$ cat config.mk
export PLATFORM = sky130hd
export DESIGN_NAME = lfoc_queue
export DESIGN_NICKNAME = d
export VERILOG_FILES = /design/src/sv/lfoc_queue.sv
export SDC_FILE = /design/constraint.sdc
export NUM_CORES = 1
export LEC_CHECK = 0
export BUFFER_PORTS_ARGS = -buffer_cell sky130_fd_sc_hd__buf_2
export CELL_PAD_IN_SITES_DETAIL_PLACEMENT = 2
export CELL_PAD_IN_SITES_GLOBAL_PLACEMENT = 2
export CORE_MARGIN = 2
export CORE_UTILIZATION = 35
export DETAILED_ROUTE_END_ITERATION = 10
export GPL_TIMING_DRIVEN = 0
export PLACE_DENSITY = 0.74
export SLEW_MARGIN = 20
export SYNTH_ARGS = -nofsm -noshare
export SYNTH_HDL_FRONTEND = slang
export SYNTH_SLANG_ARGS = --single-unit
$ cat constraint.sdc
create_clock -name clk -period 1.4 [get_ports clk]
set_clock_uncertainty 0.05 [all_clocks]
set_input_delay 0.07 -clock clk [delete_from_list [all_inputs] [get_ports clk]]
set_output_delay 0.07 -clock clk [all_outputs]
set_load 0.02 [all_outputs]
$ cat src/sv/lfoc_queue.sv
// lfoc_queue: two-entry queue of block descriptors between front and back
// no package dependencies
module lfoc_queue #(
	parameter int W = 8
) (
	input  logic         clk,
	input  logic         arst_n,
	input  logic         push,
	input  logic [W-1:0] push_data,
	input  logic         pop,
	output logic         full,
	output logic         not_empty,
	output logic [W-1:0] head
);

	logic [W-1:0] entry_q [2];
	logic         wr_ptr_q;
	logic         rd_ptr_q;
	logic [1:0]   count_q;

	assign full      = (count_q == 2'd2);
	assign not_empty = (count_q != 2'd0);
	assign head      = entry_q[rd_ptr_q];

	always_ff @(posedge clk) begin
		if (push) begin
			entry_q[wr_ptr_q] <= push_data;
		end
	end

	always_ff @(posedge clk or negedge arst_n) begin
		if (!arst_n) begin
			wr_ptr_q <= 1'b0;
			rd_ptr_q <= 1'b0;
			count_q  <= 2'd0;
		end else begin
			if (push) begin
				wr_ptr_q <= ~wr_ptr_q;
			end
			if (pop) begin
				rd_ptr_q <= ~rd_ptr_q;
			end
			if (push && !pop) begin
				count_q <= count_q + 2'd1;
			end else if (pop && !push) begin
				count_q <= count_q - 2'd1;
			end
		end
	end

endmodule

# After elaboration in Yosys (flattened, before gate mapping)
# Memories as Yosys holds them, arrays and structs flattened.
# Index checks and enable logic that the tools add are counted.
[classes]
add_sub_neg = 2
n_eq_ne = 1
mux = 4
n_bitwise = 2
n_reduce_logical = 6
[op_table]
columns = ["cell", "n"]
rows = [
  ["$mux W2", 2],
  ["$reduce_bool A2 Y1", 2],
  ["$add A2 B1 Y2 const B", 1],
  ["$eq A2 B2 Y1 const B", 1],
  ["$logic_and A1 B1 Y1", 2],
  ["$logic_not A1 Y1", 2],
  ["$mux W1", 2],
  ["$not A1 Y1", 2],
  ["$sub A2 B1 Y2 const B", 1],
]
[word_totals]
input_bits = 12
n_memories = 1
ff_bits = 4
out_inout_bits = 10
ram_bits = 16
word_cells = 19
[memory_table]
columns = ["memory", "depth", "word_bits", "rd", "rd_clocked_by_memory_dff", "wr", "line_no", "text"]
rows = [
  ["entry_q", 2, 8, 1, 0, 1, "16", "logic [W-1:0] entry_q [2];"],
]

# Longest topological paths before layout
# Gate-level depths: netlist (run 1).
[depth]
depth_word = 4
mapped_depth = 5
mapped_depth_nobuf = 5

# Worst setup path after synthesis (run 1)
# OpenSTA, ideal clock, no wires.
[synth_timing]
path_kind = "register -> register"
from = "reg wr_ptr_q"
to = "mem entry_q[0][0], enable pin"
path_slack_ns = 0.188
t_required_ns = 0.977
period_less_slack_ns = 1.212
path_stages_with_launch = 2
arrival_time_ns = 0.789
setup_time_ns = 0.373
n_path_buf = 0
cell_sequence = "dfrtp_1 -> nor2b_1"
[synth_rtl]
columns = ["element", "line_no", "text"]
rows = [
  ["from (decl)", "17", "logic wr_ptr_q;"],
  ["from (signal assigned)", "38", "wr_ptr_q <= ~wr_ptr_q;"],
  ["to (decl)", "16", ""],
]
# Straight into the memory's write port.

# Final worst setup path (run 1)
[layout_timing]
from = "reg rd_ptr_q"
to = "out head[1]"
[layout_via]
elab_chain_cells = 1
[layout_lines]
columns = ["element", "line_no", "text"]
rows = [
  ["from (decl)", "18", "logic rd_ptr_q;"],
  ["from (signal assigned)", "41", "rd_ptr_q <= ~rd_ptr_q;"],
  ["$mem_v2 Z2 W8", "-", ""],
  ["to (decl)", "13", "output logic [W-1:0] head"],
]
# Every way passes these cells.

==> results of run 1 <==
-- Yosys cell counts --
library cell	n
and2_1	1
and2b_2	1
buf_6	1
dfrtp_1	4
edfxtp_1	16
ha_1	1
inv_1	1
mux2_4	8
nor2_1	1
nor2b_1	1
or2_1	1
xnor2_1	1
xor2_1	4
-- sequential cells by signal (all words and copies together) (netlist names) --
| register | cells |
|---|---|
| wr_ptr_q | 1 |
| count_q | 2 |
| rd_ptr_q | 1 |
| entry_q | 16 |
-- logic make-up (layout without fill, tap and decap cells) --
family / count (synthesis) / in the layout / synth area share, %
XOR/XNOR: 5 / 5 / 5.45
adder cells (fa/ha/maj): 1 / 1 / 1.56
AND/OR/NAND/NOR: 5 / 5 / 3.90
buffers and inverters: 2 / 39 / 1.87
flip-flops: 20 / 20 / 72.3
multiplexers: 8 / 8 / 15.0
-- per-stage QoR --
| step | utilization, % | hold WS (ns) | setup TNS, ns | power [mW] |
|---|---|---|---|---|
| floorplan | - | -0.276 | 0 | 1.45 |
| global placement | 43.1 | -0.168 | 0 | 1.63 |
| detailed placement | 43.1 | -0.167 | -0.313 | 1.66 |
| CTS | 51.2 | 0.0412 | -0.291 | 2.19 |
| global route | 52.4 | 0.0302 | -0.495 | 2.36 |
| finish | 52.4 | 0.0467 | -0.156 | 2.25 |
-- final cells by class --
class,instances,area (sq um)
fill,210,1040
sequential,20,581
timing repair buffer,33,254
multi-input combinational,19,210
tap,28,35.0
clock inverter,1,30.0
clock buffer,3,22.5
buffer,1,11.3
inverter,1,3.75
-- path summary, 6_finish.rpt --
kind,slack [ns],from,end,cells past startpoint
min reg2reg,0.45,count_q[1],count_q[1],1
max in group asynchronous,1.13,arst_n,count_q[0],2
min,0.05,arst_n,rd_ptr_q,2
max reg2reg,0.15,wr_ptr_q,entry_q[0][3],1
max,-0.03,rd_ptr_q,head[1],3
min in group clk,0.44,push_data[6],entry_q[0][6],2
-- where the power goes --
part           internal, mW  total [mW]  leakage (nW)  switching, mW
Sequential            0.809       0.886         0.197         0.0770
Clock                 0.290       0.470        0.0279          0.180
Combinational         0.463       0.894         0.264          0.430
-- layer usage --
layer | wire length [microns] | track usage (%) | up-vias
li1 | - | - | 223
met1 | 594 | 15.5 | 249
met2 | 943 | 24.3 | 11
met3 | 47 | 2.59 | 2
met4 | 16 | 2.63 | 0
met5 | 0 | 0 | -
-- what timing repair did --
item	in CTS	in global routing
setup buffers	1	0
hold endpoints to repair	22	0
gates resized for setup	3	8
hold buffers	11	0
endpoints found under the setup margin	16	8
==> flow_summary_export.csv, run 1 <==
group,metric,value,unit
critical_path,required,1.28,ns
placed_design,place.gp.congestion,0.648,
floorplan,num_rows,17,
global_routing,grt_max_degree,13,
job,cap_violations,0,
placed_design,numPlacedInstances,90,
synth,ys_seq_area_share,72.3,%
clocking,root_buffer,"clkbuf_4",
critical_path,critPathTopFamily,"flip-flops",
floorplan,die_x,51.9,microns
status,status,"complete, but fails checks",
pwr,powerDensity,1960,mW/mm^2
synth,synth.area.top_cells,"edfxtp_1, mux2_4, dfrtp_1",
critical_path,path_cells,"buf_6 > mux2_4 > buf_2",
clocking,clk_latency,0.31,ns
sta,hold_viol_final,0,
synth,synth-seq-cells,20,
global_routing,grt_util_all_layers,13.1,%
synth,syn_area_per_cell,19.6,sq um
drt,vias_per_cell,4.58,
clocking,tritoncts,"done",
synth,yosysTopAreaCellShare,59.8,%
synth,syn_area,803,sq um
synth,syn-instance-count,41,
critical_path,crit_path_max_incr_delay,0.39,ns
global_routing,antenna_found_initial,0,
pwr,p_leak,0.489,nW
clocking,cts_buffer_depth,2,
placed_design,numPortBuffers,21,
layout,n_antenna_cell,0,
layout,drive_above_1_share,47.4,%
layout,final_cell_mix,"edfxtp_1, buf_2, dlygate4sd3_1, mux2_4, buf_6",
floorplan,core-area,0.00219,sq mm
sta,fmax,699,MHz
sta,finalCritPeriodShare,102,%
worst_hold_path,min_path_type,"in -> async",
synth,synth.distinct_cells,13,
sta,drv_slew,0,
critical_path,worstSetupEndpointType,"primary output",
drt,wl_per_cell,15.1,microns
placed_design,place_area,943,sq um
synth,synth_top_area_cell,"edfxtp_1",
drt,dr.pass1.iters,2,
floorplan,ios,22,
floorplan,dieArea,0.00269,sq mm
critical_path,path_max_fanout,9,
sta,worst_slack,-0.0306,ns
layout,final_area,0.00115,sq mm
synth,yosys_warnings,0,
clocking,cts_made_buffers,3,
critical_path,worstPathBufferInverterCount,2,
sta,fin_crit,1.43,ns
critical_path,startpoint_type,"flip-flop",
clocking,htree_levels,1,
clocking,clkTransAtPathRegs,0.12,ns
placed_design,dp_slack,-0.0391,ns
drt,ant_nets,0,
layout,finalNonFillerCells,106,
global_routing,grt_pass1_vias,533,
floorplan,start_util,36.7,%
status,failed_checks,"setup timing",
global_routing,grt_overflow_total,0,
synth,syn-num-nets,54,
drt,routed_wl,1600,microns
layout,syn_to_final_growth,42.8,%
global_routing,grt_pass1_wl,2530,microns
critical_path,worstSetupPathType,"reg -> out",
pwr,ir_drop,916,uV
drt,route.vias.total,485,
layout,final_nets,92,
drt,initialDrtViolationCount,1,
critical_path,crit_path_top_delay_cell,"dfrtp_1",
floorplan,die_h,51.9,microns
sta,worstMarginPinSlew,0.471,ns
sta,relSlewSlack,68.5,%
clocking,clkSinkCount,20,
drt,drc,0,
sta,rsz0062_at_grt,"true",
critical_path,arrival,1.31,ns
sta,setup_viol_count_final,8,
No activity file was read; power rests on OpenSTA's default activity.
==> inputs of run 2 (changes only) <==
Settings changed: ABC_AREA set to 1, CORE_UTILIZATION 35 to 34.
==> flow_summary_export.csv, run 2 <==
group,metric,value,unit
clocking,htree_levels,1,
sta,fmax,698,MHz
placed_design,place.gp.congestion,0.670,
critical_path,path_cells,"buf_6 > mux2_4 > buf_6",
synth,yosys_warnings,0,
floorplan,die_x,53.1,microns
critical_path,cp_common_cell,"buf_6",
sta,hold_viol_final,0,
critical_path,required,1.28,ns
placed_design,numPlacedInstances,99,
clocking,cts_buffer_depth,2,
clocking,clk_latency,0.30,ns
status,failed_checks,"setup timing",
sta,worst_slack,-0.0328,ns
critical_path,crit_path_max_incr_delay,0.42,ns
critical_path,worstRegToRegCells,1,
layout,final_nets,102,
floorplan,core-area,0.00225,sq mm
critical_path,startpoint,"rd_ptr_q",
status,status,"complete, but fails checks",
critical_path,worstSetupPathType,"reg -> out",
sta,relSlewSlack,69.8,%
global_routing,grt_util_all_layers,15.4,%
synth,synthFlopType,"edfxtp_1",
synth,syn-instance-count,50,
synth,yosysMostFrequentCell,"edfxtp_1",
global_routing,antenna_found_initial,0,
critical_path,critPathTopFamily,"flip-flops",
synth,ys_seq_area_share,70.9,%
synth,synth_edf_count,16,
synth,synth.distinct_cells,12,
synth,synth.area.top_cells,"edfxtp_1, mux2_4, dfrtp_1",
global_routing,grt_max_degree,13,
layout,n_antenna_cell,0,
worst_hold_path,min_path_type,"in -> async",
global_routing,grt_pass1_wl,2850,microns
critical_path,worst-path-stages,3,
sta,fin_crit,1.43,ns
layout,largest_reg_flops,16,
drt,vias_per_cell,4.56,
drt,route.vias.total,529,
sta,whs,0.0224,ns
sta,drv_slew,0,
clocking,clkSinkCount,20,
synth,yosysTopAreaCellShare,58.7,%
global_routing,grt_overflow_total,0,
job,cap_violations,0,
layout,syn_to_final_growth,45.7,%
critical_path,timing.rr.start,"wr_ptr_q",
pwr,p_leak,0.532,nW
floorplan,ios,22,
sta,worstMarginPinSlew,0.453,ns
floorplan,num_rows,17,
layout,regMostFlops,"entry_q",
layout,final_cell_mix,"edfxtp_1, buf_2, dlygate4sd3_1, buf_6, mux2_4",
layout,finalNonFillerCells,116,
floorplan,die_h,53.1,microns
clocking,clkTransAtPathRegs,0.12,ns
critical_path,crit_path_top_delay_cell,"dfrtp_1",
clocking,cts_made_buffers,3,
synth,syn_area,818,sq um
drt,drc,0,
layout,drive_above_1_share,42.0,%
synth,synth-seq-cells,20,
sta,finalSetupTns,-0.156,ns
drt,dr.pass1.iters,4,
critical_path,worstPathBufferInverterCount,2,
floorplan,dieArea,0.00282,sq mm
critical_path,startpoint_type,"flip-flop",
critical_path,cp-endpoint,"head[5]",
pwr,ir_drop,1470,uV
synth,synth_common_cells,"edfxtp_1, mux2_4, inv_1",
synth,syn_area_per_cell,16.4,sq um
floorplan,start_util,36.3,%
clocking,root_buffer,"clkbuf_4",
pwr,powerDensity,1990,mW/mm^2
drt,wl_per_cell,15.5,microns
critical_path,r2r-end,"entry_q[0][4]",
drt,ant_nets,0,
sta,setup_viol_count_final,8,
clocking,tritoncts,"done",
critical_path,arrival,1.31,ns
sta,finalCritPeriodShare,102,%
critical_path,worstSetupEndpointType,"primary output",
layout,largestRegisters,"entry_q: 16 flops, count_q: 2 flops",
drt,routed_wl,1800,microns
layout,mostFrequentLayoutCell,"edfxtp_1",
synth,syn-num-nets,63,
critical_path,reg2reg_slack,0.18,ns
synth,synth_top_area_cell,"edfxtp_1",
synth,async_flop_share,20.0,%
placed_design,dp_hpwl,1180,microns
global_routing,grt_pass1_vias,594,
sta,rsz0062_at_grt,"true",
drt,initialDrtViolationCount,2,
critical_path,path_max_fanout,5,
placed_design,numPortBuffers,21,
## run 2: cell types whose count changed in the layout (fill, tap and decap cells not counted), sizes merged
cell	change
and2	-1
nand4	+1
nand2	+6
nor2	+1
xor2	-2
nand3	+1
or2	-1
inv	+6
nor2b	-1
and2b	-1
buf	+1
## run 2: stage by stage
| stage | area (sq um) | setup slack, ns | utilization (%) | power, mW |
|---|---|---|---|---|
| after floorplan | 818 | 0.206 | - | 1.45 |
| after global placement | 958 | 0.0101 | 42.5 | 1.64 |
| after detailed placement | 958 | -0.0576 | 42.5 | 1.68 |
| after CTS | 1130 | -0.0374 | 50.2 | 2.20 |
| after global routing | 1190 | -0.0801 | 52.9 | 2.51 |
| final | 1190 | -0.0328 | 52.9 | 2.37 |
## run 2: area by class of cell
| class | instances | area, sq um |
|---|---|---|
| clock inverter | 1 | 30.0 |
| timing repair buffer | 34 | 284 |
| fill | 220 | 1060 |
| tap | 28 | 35.0 |
| multi-input combinational | 22 | 203 |
| sequential | 20 | 581 |
| inverter | 7 | 26.3 |
| clock buffer | 3 | 22.5 |
| buffer | 1 | 11.3 |
## run 2: what timing repair did
action | 4_1_cts | 5_1_grt
hold buffers | 11 | 0
buffers inserted | 1 | 0
cloned | 0 | 1
endpoints found under the hold margin | 22 | 0
endpoints found under the setup margin | 16 | 8
resized for setup | 1 | 19
## run 2: cell families after synthesis
group,count (synthesis),synth area share [%]
flops,20,70.9
buf+inv,8,4.59
xor+xnor,3,3.21
fa+ha+maj,1,1.53
simple gates,10,5.05
mux,8,14.7
## run 2: how the worst min path moves through the flow
stage          slack (ns)    endpoint  cells past startpoint
2_1_floorplan       -0.28  count_q[0]                      0
3_3_place_gp        -0.16  count_q[0]                      1
3_5_place_dp        -0.16  count_q[0]                      1
6_report             0.02  count_q[1]                      2
5_1_grt             0.007  count_q[1]                      2
4_1_cts              0.03  count_q[1]                      2
## run 2: per-layer routing
metal  share of wire (%)  vias up  wire length (microns)  global-route usage (%)
met5                   0        -                      0                       0
met4                 2.7        0                     48                    8.97
met3                 3.1        5                     55                    2.54
met2                  52       14                    931                    27.5
met1                  43      264                    766                    17.0
li1                    -      246                      -                       -
## run 2: where the power goes
group / switching [mW] / internal, mW
Clock: 0.186 / 0.290
Combinational: 0.488 / 0.519
Sequential: 0.0819 / 0.808
