--- src/sv/lfoc_pkg.sv ---
// lfoc_pkg: fixed widths and constants of the line fit outlier classifier
// no dependencies; used by lfoc_front, lfoc_back and line_fit_outlier_classifier
package lfoc_pkg;

	localparam int SAMPLE_BITS = 16;
	localparam int FRAC_BITS   = 16;
	localparam int FIT_W       = 40;
	localparam int LIMIT_W     = 32;
	localparam int INDEX_W     = 6;

	localparam logic [FIT_W-1:0]   FIT_POS_MAX   = 40'h7f_ffff_ffff;
	localparam logic [FIT_W-1:0]   FIT_NEG_MIN   = 40'h80_0000_0000;
	localparam logic [FIT_W-1:0]   RESID_MAX     = 40'hff_ffff_ffff;
	localparam logic [LIMIT_W-1:0] LIMIT_RESET   = 32'h0001_0000;

endpackage

--- src/sv/lfoc_front.sv ---
// lfoc_front: accepts samples, writes them to the store and accumulates the sums
// depends on lfoc_pkg; pushes one descriptor per block into lfoc_queue
module lfoc_front #(
	parameter int DEPTH = 64
) (
	clk, arst_n, in_valid, in_stall, sample_value, block_end,
	q_full, push, push_data, wr
);
	localparam int SB     = lfoc_pkg::SAMPLE_BITS;
	localparam int CW     = $clog2(DEPTH + 1);
	localparam int XW     = $clog2(DEPTH);
	localparam int SYW    = SB + CW + 1;
	localparam int SXYW   = SB + 2 * CW + 1;
	localparam int SXW    = 2 * CW;
	localparam int SXXW   = 3 * CW;
	localparam int DESC_W = 1 + CW + SYW + SXYW + SXW + SXXW;
	localparam int WR_W   = 1 + XW + 1 + SB;

	typedef struct packed {
		logic                   bank;
		logic [CW-1:0]          n;
		logic signed [SYW-1:0]  sy;
		logic signed [SXYW-1:0] sxy;
		logic [SXW-1:0]         sx;
		logic [SXXW-1:0]        sxx;
	} desc_t;

	typedef struct packed {
		logic          we;
		logic [XW:0]   addr;
		logic [SB-1:0] data;
	} wr_t;

	input  logic                 clk;
	input  logic                 arst_n;
	input  logic                 in_valid;
	output logic                 in_stall;
	input  logic signed [SB-1:0] sample_value;
	input  logic                 block_end;
	input  logic                 q_full;
	output logic                 push;
	output logic [DESC_W-1:0]    push_data;
	output logic [WR_W-1:0]      wr;

	logic                   bank_q;
	logic [CW-1:0]          cnt_q;
	logic signed [SYW-1:0]  sy_q;
	logic signed [SXYW-1:0] sxy_q;
	logic [SXW-1:0]         sx_q;
	logic [SXXW-1:0]        sxx_q;

	logic                   take;
	logic                   room;
	logic signed [SB+CW:0]  wprod;
	logic [2*CW-1:0]        sq;
	desc_t                  nx;
	wr_t                    wr_c;

	assign in_stall = q_full;
	assign take     = in_valid && !q_full;
	assign room     = (cnt_q < CW'(DEPTH));
	assign wprod    = sample_value * $signed({1'b0, cnt_q});
	assign sq       = cnt_q * cnt_q;

	always_comb begin
		nx.bank = bank_q;
		nx.n    = cnt_q;
		nx.sy   = sy_q;
		nx.sxy  = sxy_q;
		nx.sx   = sx_q;
		nx.sxx  = sxx_q;
		if (room) begin
			nx.n   = cnt_q + CW'(1);
			nx.sy  = sy_q + {{(SYW-SB){sample_value[SB-1]}}, sample_value};
			nx.sxy = sxy_q + {{(SXYW-SB-CW-1){wprod[SB+CW]}}, wprod};
			nx.sx  = sx_q + {{(SXW-CW){1'b0}}, cnt_q};
			nx.sxx = sxx_q + {{CW{1'b0}}, sq};
		end
	end

	// store write goes to the bank the front currently owns
	always_comb begin
		wr_c.we   = take && room;
		wr_c.addr = {bank_q, cnt_q[XW-1:0]};
		wr_c.data = sample_value;
	end

	assign wr        = wr_c;
	assign push      = take && block_end;
	assign push_data = nx;

	always_ff @(posedge clk or negedge arst_n) begin
		if (!arst_n) begin
			bank_q <= 1'b0;
			cnt_q  <= '0;
			sy_q   <= '0;
			sxy_q  <= '0;
			sx_q   <= '0;
			sxx_q  <= '0;
		end else if (take) begin
			if (block_end) begin
				bank_q <= ~bank_q;
				cnt_q  <= '0;
				sy_q   <= '0;
				sxy_q  <= '0;
				sx_q   <= '0;
				sxx_q  <= '0;
			end else begin
				cnt_q <= nx.n;
				sy_q  <= nx.sy;
				sxy_q <= nx.sxy;
				sx_q  <= nx.sx;
				sxx_q <= nx.sxx;
			end
		end
	end

endmodule

--- config.mk ---
export PLATFORM = sky130hd
export DESIGN_NAME = lfoc_front
export DESIGN_NICKNAME = d
export VERILOG_FILES = /design/src/sv/lfoc_pkg.sv /design/src/sv/lfoc_front.sv
export SDC_FILE = /design/constraint.sdc
export NUM_CORES = 1
export LEC_CHECK = 0
export ABC_CLOCK_PERIOD_IN_PS = 18190
export BUFFER_PORTS_ARGS = -buffer_cell sky130_fd_sc_hd__buf_2
export CAP_MARGIN = 25
export CORE_MARGIN = 2
export CORE_UTILIZATION = 55
export CTS_CLUSTER_SIZE = 40
export DETAILED_ROUTE_END_ITERATION = 8
export PLACE_DENSITY = 0.82
export SLEW_MARGIN = 5
export SYNTH_ARGS = -nofsm -noshare
export SYNTH_HDL_FRONTEND = slang
export SYNTH_SLANG_ARGS = --single-unit
--- constraint.sdc ---
create_clock -name clk -period 18.19 [get_ports clk]
set_input_delay 0.9095 -clock clk [delete_from_list [all_inputs] [get_ports clk]]
set_output_delay 0.9095 -clock clk [all_outputs]
set_load 0.005 [all_outputs]
After elaboration in Yosys (flattened, before gate mapping)
Cells that the tools add are included.

Register bits: 98. Memory bits (writable): 0. Memory bits (read-only): 0. Bits of input ports: 21. Output and inout port bits: 124. Bits in latches: 0. Memories kept: 0.

Reductions and logical operators: 5. Equality and inequality tests: 0. Div/mod/pow operators: 0. Muxes and demuxes: 6. Magnitude comparators: 1. Bitwise operators: 1. Multiply operators: 2. Add/sub/neg operators: 5. Shift-type cells: 0.

Operators by type and width (count): $mux 97 (1); $add 31x31->31 (1); $mux 31 (1); $add 24x24->24 (1); $mul 16x8->24 (1); $mux 24 (1); $add 21x14->21 (1); $mux 21 (1); $add 14x7->14 (1); $mul 7x7->14 (1); $mux 14 (1); $add 7x1->7 const B (1); $lt 7x7->1 const B (1); $mux 7 (1); $logic_and 1x1->1 (3); $reduce_and 2->1 (1); $logic_not 1->1 (1); $not 1->1 (1).

Longest topological paths before layout
Depth in word-level cells: 4. Gate-level depth with buffers: 32. Gate-level depth less buffers: 28.

Least setup slack after synthesis
OpenSTA, ideal clock, no wires.

Kind: reg2out. Start point: reg cnt_q[6]. End point: out push_data[65]. Stages on the path, launching flop included: 31. Data arrival time: 7.128 ns. Path buffers: 5. Slack: 10.152 ns. Cells stage by stage: dfrtp_1 > clkbuf_1 > clkbuf_1 > clkbuf_1 > clkbuf_1 > and2_1 > ha_1 > fa_1 > fa_1 > inv_1 > fa_1 > inv_1 > ha_1 > and4_1 > and2_1 > a21boi_0 > nor3_2 > o31ai_1 > xnor2_1 > inv_1 > ha_1 > clkbuf_2 > and3_1 > nand2_1 > or3_1 > a211oi_1 > o2111ai_1 > and3_1 > xnor2_1 > nor2_1 > xnor2_1.

Cells in the longest elaborated chain, start to end: 3. Elaborated cells on any way between the ends: 4. Classes of those cells: 1 x add/sub; 1 x mul; 1 x order compare; 1 x mux.

Ends and longest elaborated chain: from (decl) (line lfoc_front.sv:46) `logic [CW-1:0] cnt_q;`; from (signal assigned) (line lfoc_front.sv:109) `cnt_q <= nx.n;`; $mul 16x8->24 (line lfoc_front.sv:62) `assign wprod = sample_value * $signed({1'b0, cnt_q});`; $add 31x31->31 (line lfoc_front.sv:75) `nx.sxy = sxy_q + {{(SXYW-SB-CW-1){wprod[SB+CW]}}, wprod};`; $mux 97 * (line lfoc_front.sv:72) `if (room) begin`; to (decl) (line lfoc_front.sv:42) `output logic [DESC_W-1:0] push_data;`.

Every way passes the cells marked *; elsewhere a longest branch is shown, timed or not.

Worst setup path after layout
Ends and elaborated chain as after synthesis.

==> impl_metrics.sql <==
INSERT INTO impl_metrics (metric_group, metric, value, unit) VALUES
('outcome', 'run_status', 'finished clean', ''),
('cells_and_area', 'area.growth.synth_to_final', '8.03', '%'),
('floorplan', 'rows', '57', ''),
('drt', 'drc_errors', '0', ''),
('clocking', 'cts_tree', 'built', ''),
('logic_synthesis', 'mean_area_per_synthesized_cell', '8.61', 'um2'),
('drt', 'ant_nets', '0', ''),
('global_routing', 'globalRouteTotalUtil', '28.0', '%'),
('setup_path', 'critical-path-top-delay-family', 'adder cells', ''),
('clocking', 'clock_tree.root_cell', 'sky130_fd_sc_hd__clkbuf_16', ''),
('timing', 'maxSlewHeadroom', '31.7', '%'),
('setup_path', 'crit_path_start_kind', 'register', ''),
('floorplan', 'floorplan.initialDensity', '56.0', '%'),
('cells_and_area', 'layout_commonest_cell', 'sky130_fd_sc_hd__inv_1', ''),
('global_routing', 'grt_pass1_wl', '59200', 'um'),
('setup_path', 'slowest_stage', 'sky130_fd_sc_hd__dfrtp_4', ''),
('setup_path', 'timing.critical_path.slowest_cell_delay', '640', 'ps'),
('drt', 'wl', '35800', 'um'),
('floorplan', 'floorplan.io_pins', '145', ''),
('setup_path', 'timing_worst_setup_path_type', 'reg -> out', ''),
('clocking', 'cts.clk_slew.worst_paths', '70', 'ps'),
('min_path', 'worst_hold_path.num_cells', '1', ''),
('drt', 'avgRoutedWirePerCell', '18.0', 'um'),
('placement', 'dp_hpwl', '27300', 'um'),
('cells_and_area', 'post_route_cells_drive_above_1_share', '12.0', '%'),
('cells_and_area', 'finish.instance_area', '0.0148', 'mm2'),
('clocking', 'cts_max_level', '3', ''),
('setup_path', 'worstPathBufferInverterCount', '5', ''),
('logic_synthesis', 'synth_ff_type', 'sky130_fd_sc_hd__dfrtp_1', ''),
('min_path', 'hold_endpoint', 'bank_q$_DFFE_PN0P_', ''),
('logic_synthesis', 'synthXorXnorAreaFrac', '7.11', '%'),
('clocking', 'cts_setup_buffers', '0', ''),
('pwr', 'ir_drop', '0.104', 'mV'),
('setup_path', 'setup.reg_to_reg.worst_slack', '10230', 'ps'),
('floorplan', 'core_area', '0.0244', 'mm2'),
('logic_synthesis', 'synthAdderAreaFrac', '30.3', '%'),
('timing', 'slew_violations', '0', ''),
('global_routing', 'grt_antenna_before_repair', '0', ''),
('flow_run', 'cap_viol_max_count', '0', ''),
('logic_synthesis', 'synth.lib_cells_used.distinct', '66', ''),
('setup_path', 'rr_endpoint', 'sxy_q[30]$_DFFE_PN0P_', ''),
('setup_path', 'cp.arrival', '8280', 'ps'),
('logic_synthesis', 'async_flop_share', '100', '%'),
('floorplan', 'chipWidth', '162', 'um'),
('clocking', 'cts_buffer_depth', '2', ''),
('setup_path', 'r2r-start', 'cnt_q[6]$_DFFE_PN0P_', ''),
('floorplan', 'die_area', '0.0261', 'mm2'),
('global_routing', 'grt_max_degree', '76', ''),
('logic_synthesis', 'multiplexer_fraction_of_the_synthesized_cell_area', '1.96', '%'),
('timing', 'worst_clock_skew', '9.94', 'ps'),
('timing', 'post-route-period-util', '50.5', '%'),
('drt', 'initial_detailed_routing_violation_count', '891', ''),
('drt', 'num_vias', '11800', ''),
('setup_path', 'timing.reg2reg.worst_path_depth', '26', ''),
('clocking', 'ctsHoldBuffers', '0', ''),
('drt', 'viasPerCell', '5.94', ''),
('cells_and_area', 'final_cell_mix', '188 x sky130_fd_sc_hd__inv_1, 162 x sky130_fd_sc_hd__nand2_1, 145 x sky130_fd_sc_hd__ha_1, 143 x sky130_fd_sc_hd__buf_2, 132 x sky130_fd_sc_hd__o21ai_0', ''),
('drt', 'drt_pre_antenna_iters', '5', ''),
('logic_synthesis', 'synth.yosys.seq_area_share', '17.9', '%'),
('clocking', 'cts-buffers-inserted', '9', ''),
('global_routing', 'groute.layer.met2.usage', '46.5', '%'),
('setup_path', 'cp_max_fo', '74', ''),
('timing', 'post-route-min-period', '9190', 'ps'),
('pwr', 'power.density_cell_area', '102', 'mW/mm2'),
('timing', 'rsz0062_at_grt', 'false', ''),
('logic_synthesis', 'synth_net_count', '1869', ''),
('logic_synthesis', 'synthSimpleGateAreaFrac', '15.2', '%'),
('floorplan', 'die_h', '162', 'um'),
('clocking', 'clk_latency', '360', 'ps'),
('min_path', 'holdCritPathClass', 'reg -> reg', ''),
('global_routing', 'grt.met3_usage', '4.75', '%');
[stage by stage]
step	utilization, %	power (mW)	cells	worst slack [ps]	hold WS, ps
after floorplan	-	0.939	1587	10150	469
after detailed placement	59.2	1.27	1974	9470	485
after global placement	59.2	1.25	1974	9710	474
after global routing	60.5	1.61	1990	8540	541
final	60.5	1.50	1990	9000	501
after CTS	60.5	1.49	1990	9070	501
[state kept, by name (all words and copies together), names as in the netlist]
register	count
sxx_q	21
sy_q	24
bank_q	1
cnt_q	7
sxy_q	31
sx_q	14
[per-layer routing]
layer  part of all wire, %  vias to the layer above  wire [um]
li1                      -                     5511          -
met1                    42                     5817      15200
met2                    48                      417      17100
met3                   6.7                       77       2390
met4                   3.2                        0       1140
met5                     0                        -          0
[layout make-up]
cell class / instances / area, um2
clock inverters: 6 / 88.8
clock buffers: 10 / 229
multi-input cells: 1209 / 10100
fillers: 2106 / 9630
repair buffers: 155 / 806
inverters: 188 / 706
well taps: 324 / 405
flip-flops and latches: 98 / 2460
[synth_stat cells (10+ instances only)]
master | number | area share (%)
sky130_fd_sc_hd__nand2b_1 | 15 | 0.69
sky130_fd_sc_hd__dfrtp_1 | 98 | 18
sky130_fd_sc_hd__a21o_1 | 37 | 2.0
sky130_fd_sc_hd__ha_1 | 145 | 13
sky130_fd_sc_hd__o21bai_1 | 14 | 0.77
sky130_fd_sc_hd__nand3_1 | 17 | 0.62
sky130_fd_sc_hd__and2_1 | 110 | 5.0
sky130_fd_sc_hd__o21a_1 | 10 | 0.55
sky130_fd_sc_hd__and3_1 | 11 | 0.50
sky130_fd_sc_hd__nand4_1 | 11 | 0.50
sky130_fd_sc_hd__o21ai_0 | 132 | 4.8
sky130_fd_sc_hd__nor3_1 | 11 | 0.40
sky130_fd_sc_hd__nand2_1 | 162 | 4.4
sky130_fd_sc_hd__mux2_2 | 14 | 1.2
sky130_fd_sc_hd__buf_4 | 25 | 1.4
sky130_fd_sc_hd__inv_1 | 188 | 5.2
sky130_fd_sc_hd__xnor2_1 | 65 | 4.2
sky130_fd_sc_hd__a22o_1 | 50 | 3.2
sky130_fd_sc_hd__xor2_1 | 46 | 2.9
sky130_fd_sc_hd__nor2_1 | 35 | 0.96
sky130_fd_sc_hd__a21oi_1 | 72 | 2.6
sky130_fd_sc_hd__or3_1 | 10 | 0.46
sky130_fd_sc_hd__a211oi_1 | 12 | 0.66
sky130_fd_sc_hd__fa_1 | 116 | 17
sky130_fd_sc_hd__clkbuf_1 | 58 | 1.6
sky130_fd_sc_hd__mux2i_1 | 11 | 0.81
sky130_fd_sc_hd__nor2b_1 | 16 | 0.73
sky130_fd_sc_hd__o221ai_1 | 11 | 0.70
[worst max-delay path by stage]
stage / to / from / cells past startpoint / slack [ps]
after floorplan: push_data[65] / cnt_q[6]$_DFFE_PN0P_ / 30 / 10150
after global placement: push_data[65] / sample_value[14] / 28 / 9710
after detailed placement: push_data[65] / sample_value[11] / 28 / 9470
after CTS: push_data[65] / cnt_q[6]$_DFFE_PN0P_ / 27 / 9070
after global routing: push_data[65] / cnt_q[6]$_DFFE_PN0P_ / 27 / 8540
final: push_data[65] / cnt_q[6]$_DFFE_PN0P_ / 27 / 9000
[where the power goes]
group,total [mW],internal [mW],switching (mW)
Sequential,0.340,0.278,0.0615
Combinational,0.944,0.390,0.554
Clock,0.215,0.121,0.0941
Total,1.50,0.789,0.709
[cells by family (layout without fill, tap and decap cells)]
family                     Yosys count  after routing
DFF                                 98             98
AOI/OAI and AO/OA                  401            401
xor gates and xnor gates           111            111
and+or+nand+nor                    411            411
adders and majority gates          261            261
muxes                               25             25
buffers and inverters              280            359
[worst register-to-register path, delay by kind of cell (launching register included)]
| family | cells | cell delay, ps |
|---|---|---|
| XOR/XNOR | 2 | 560 |
| AO/OA/AOI/OAI | 7 | 1470 |
| adder cells (fa/ha/maj) | 6 | 2690 |
| buffers and inverters | 4 | 960 |
| flip-flops | 1 | 640 |
| AND/OR/NAND/NOR | 7 | 1580 |
No activity file was read; power rests on OpenSTA's default activity.
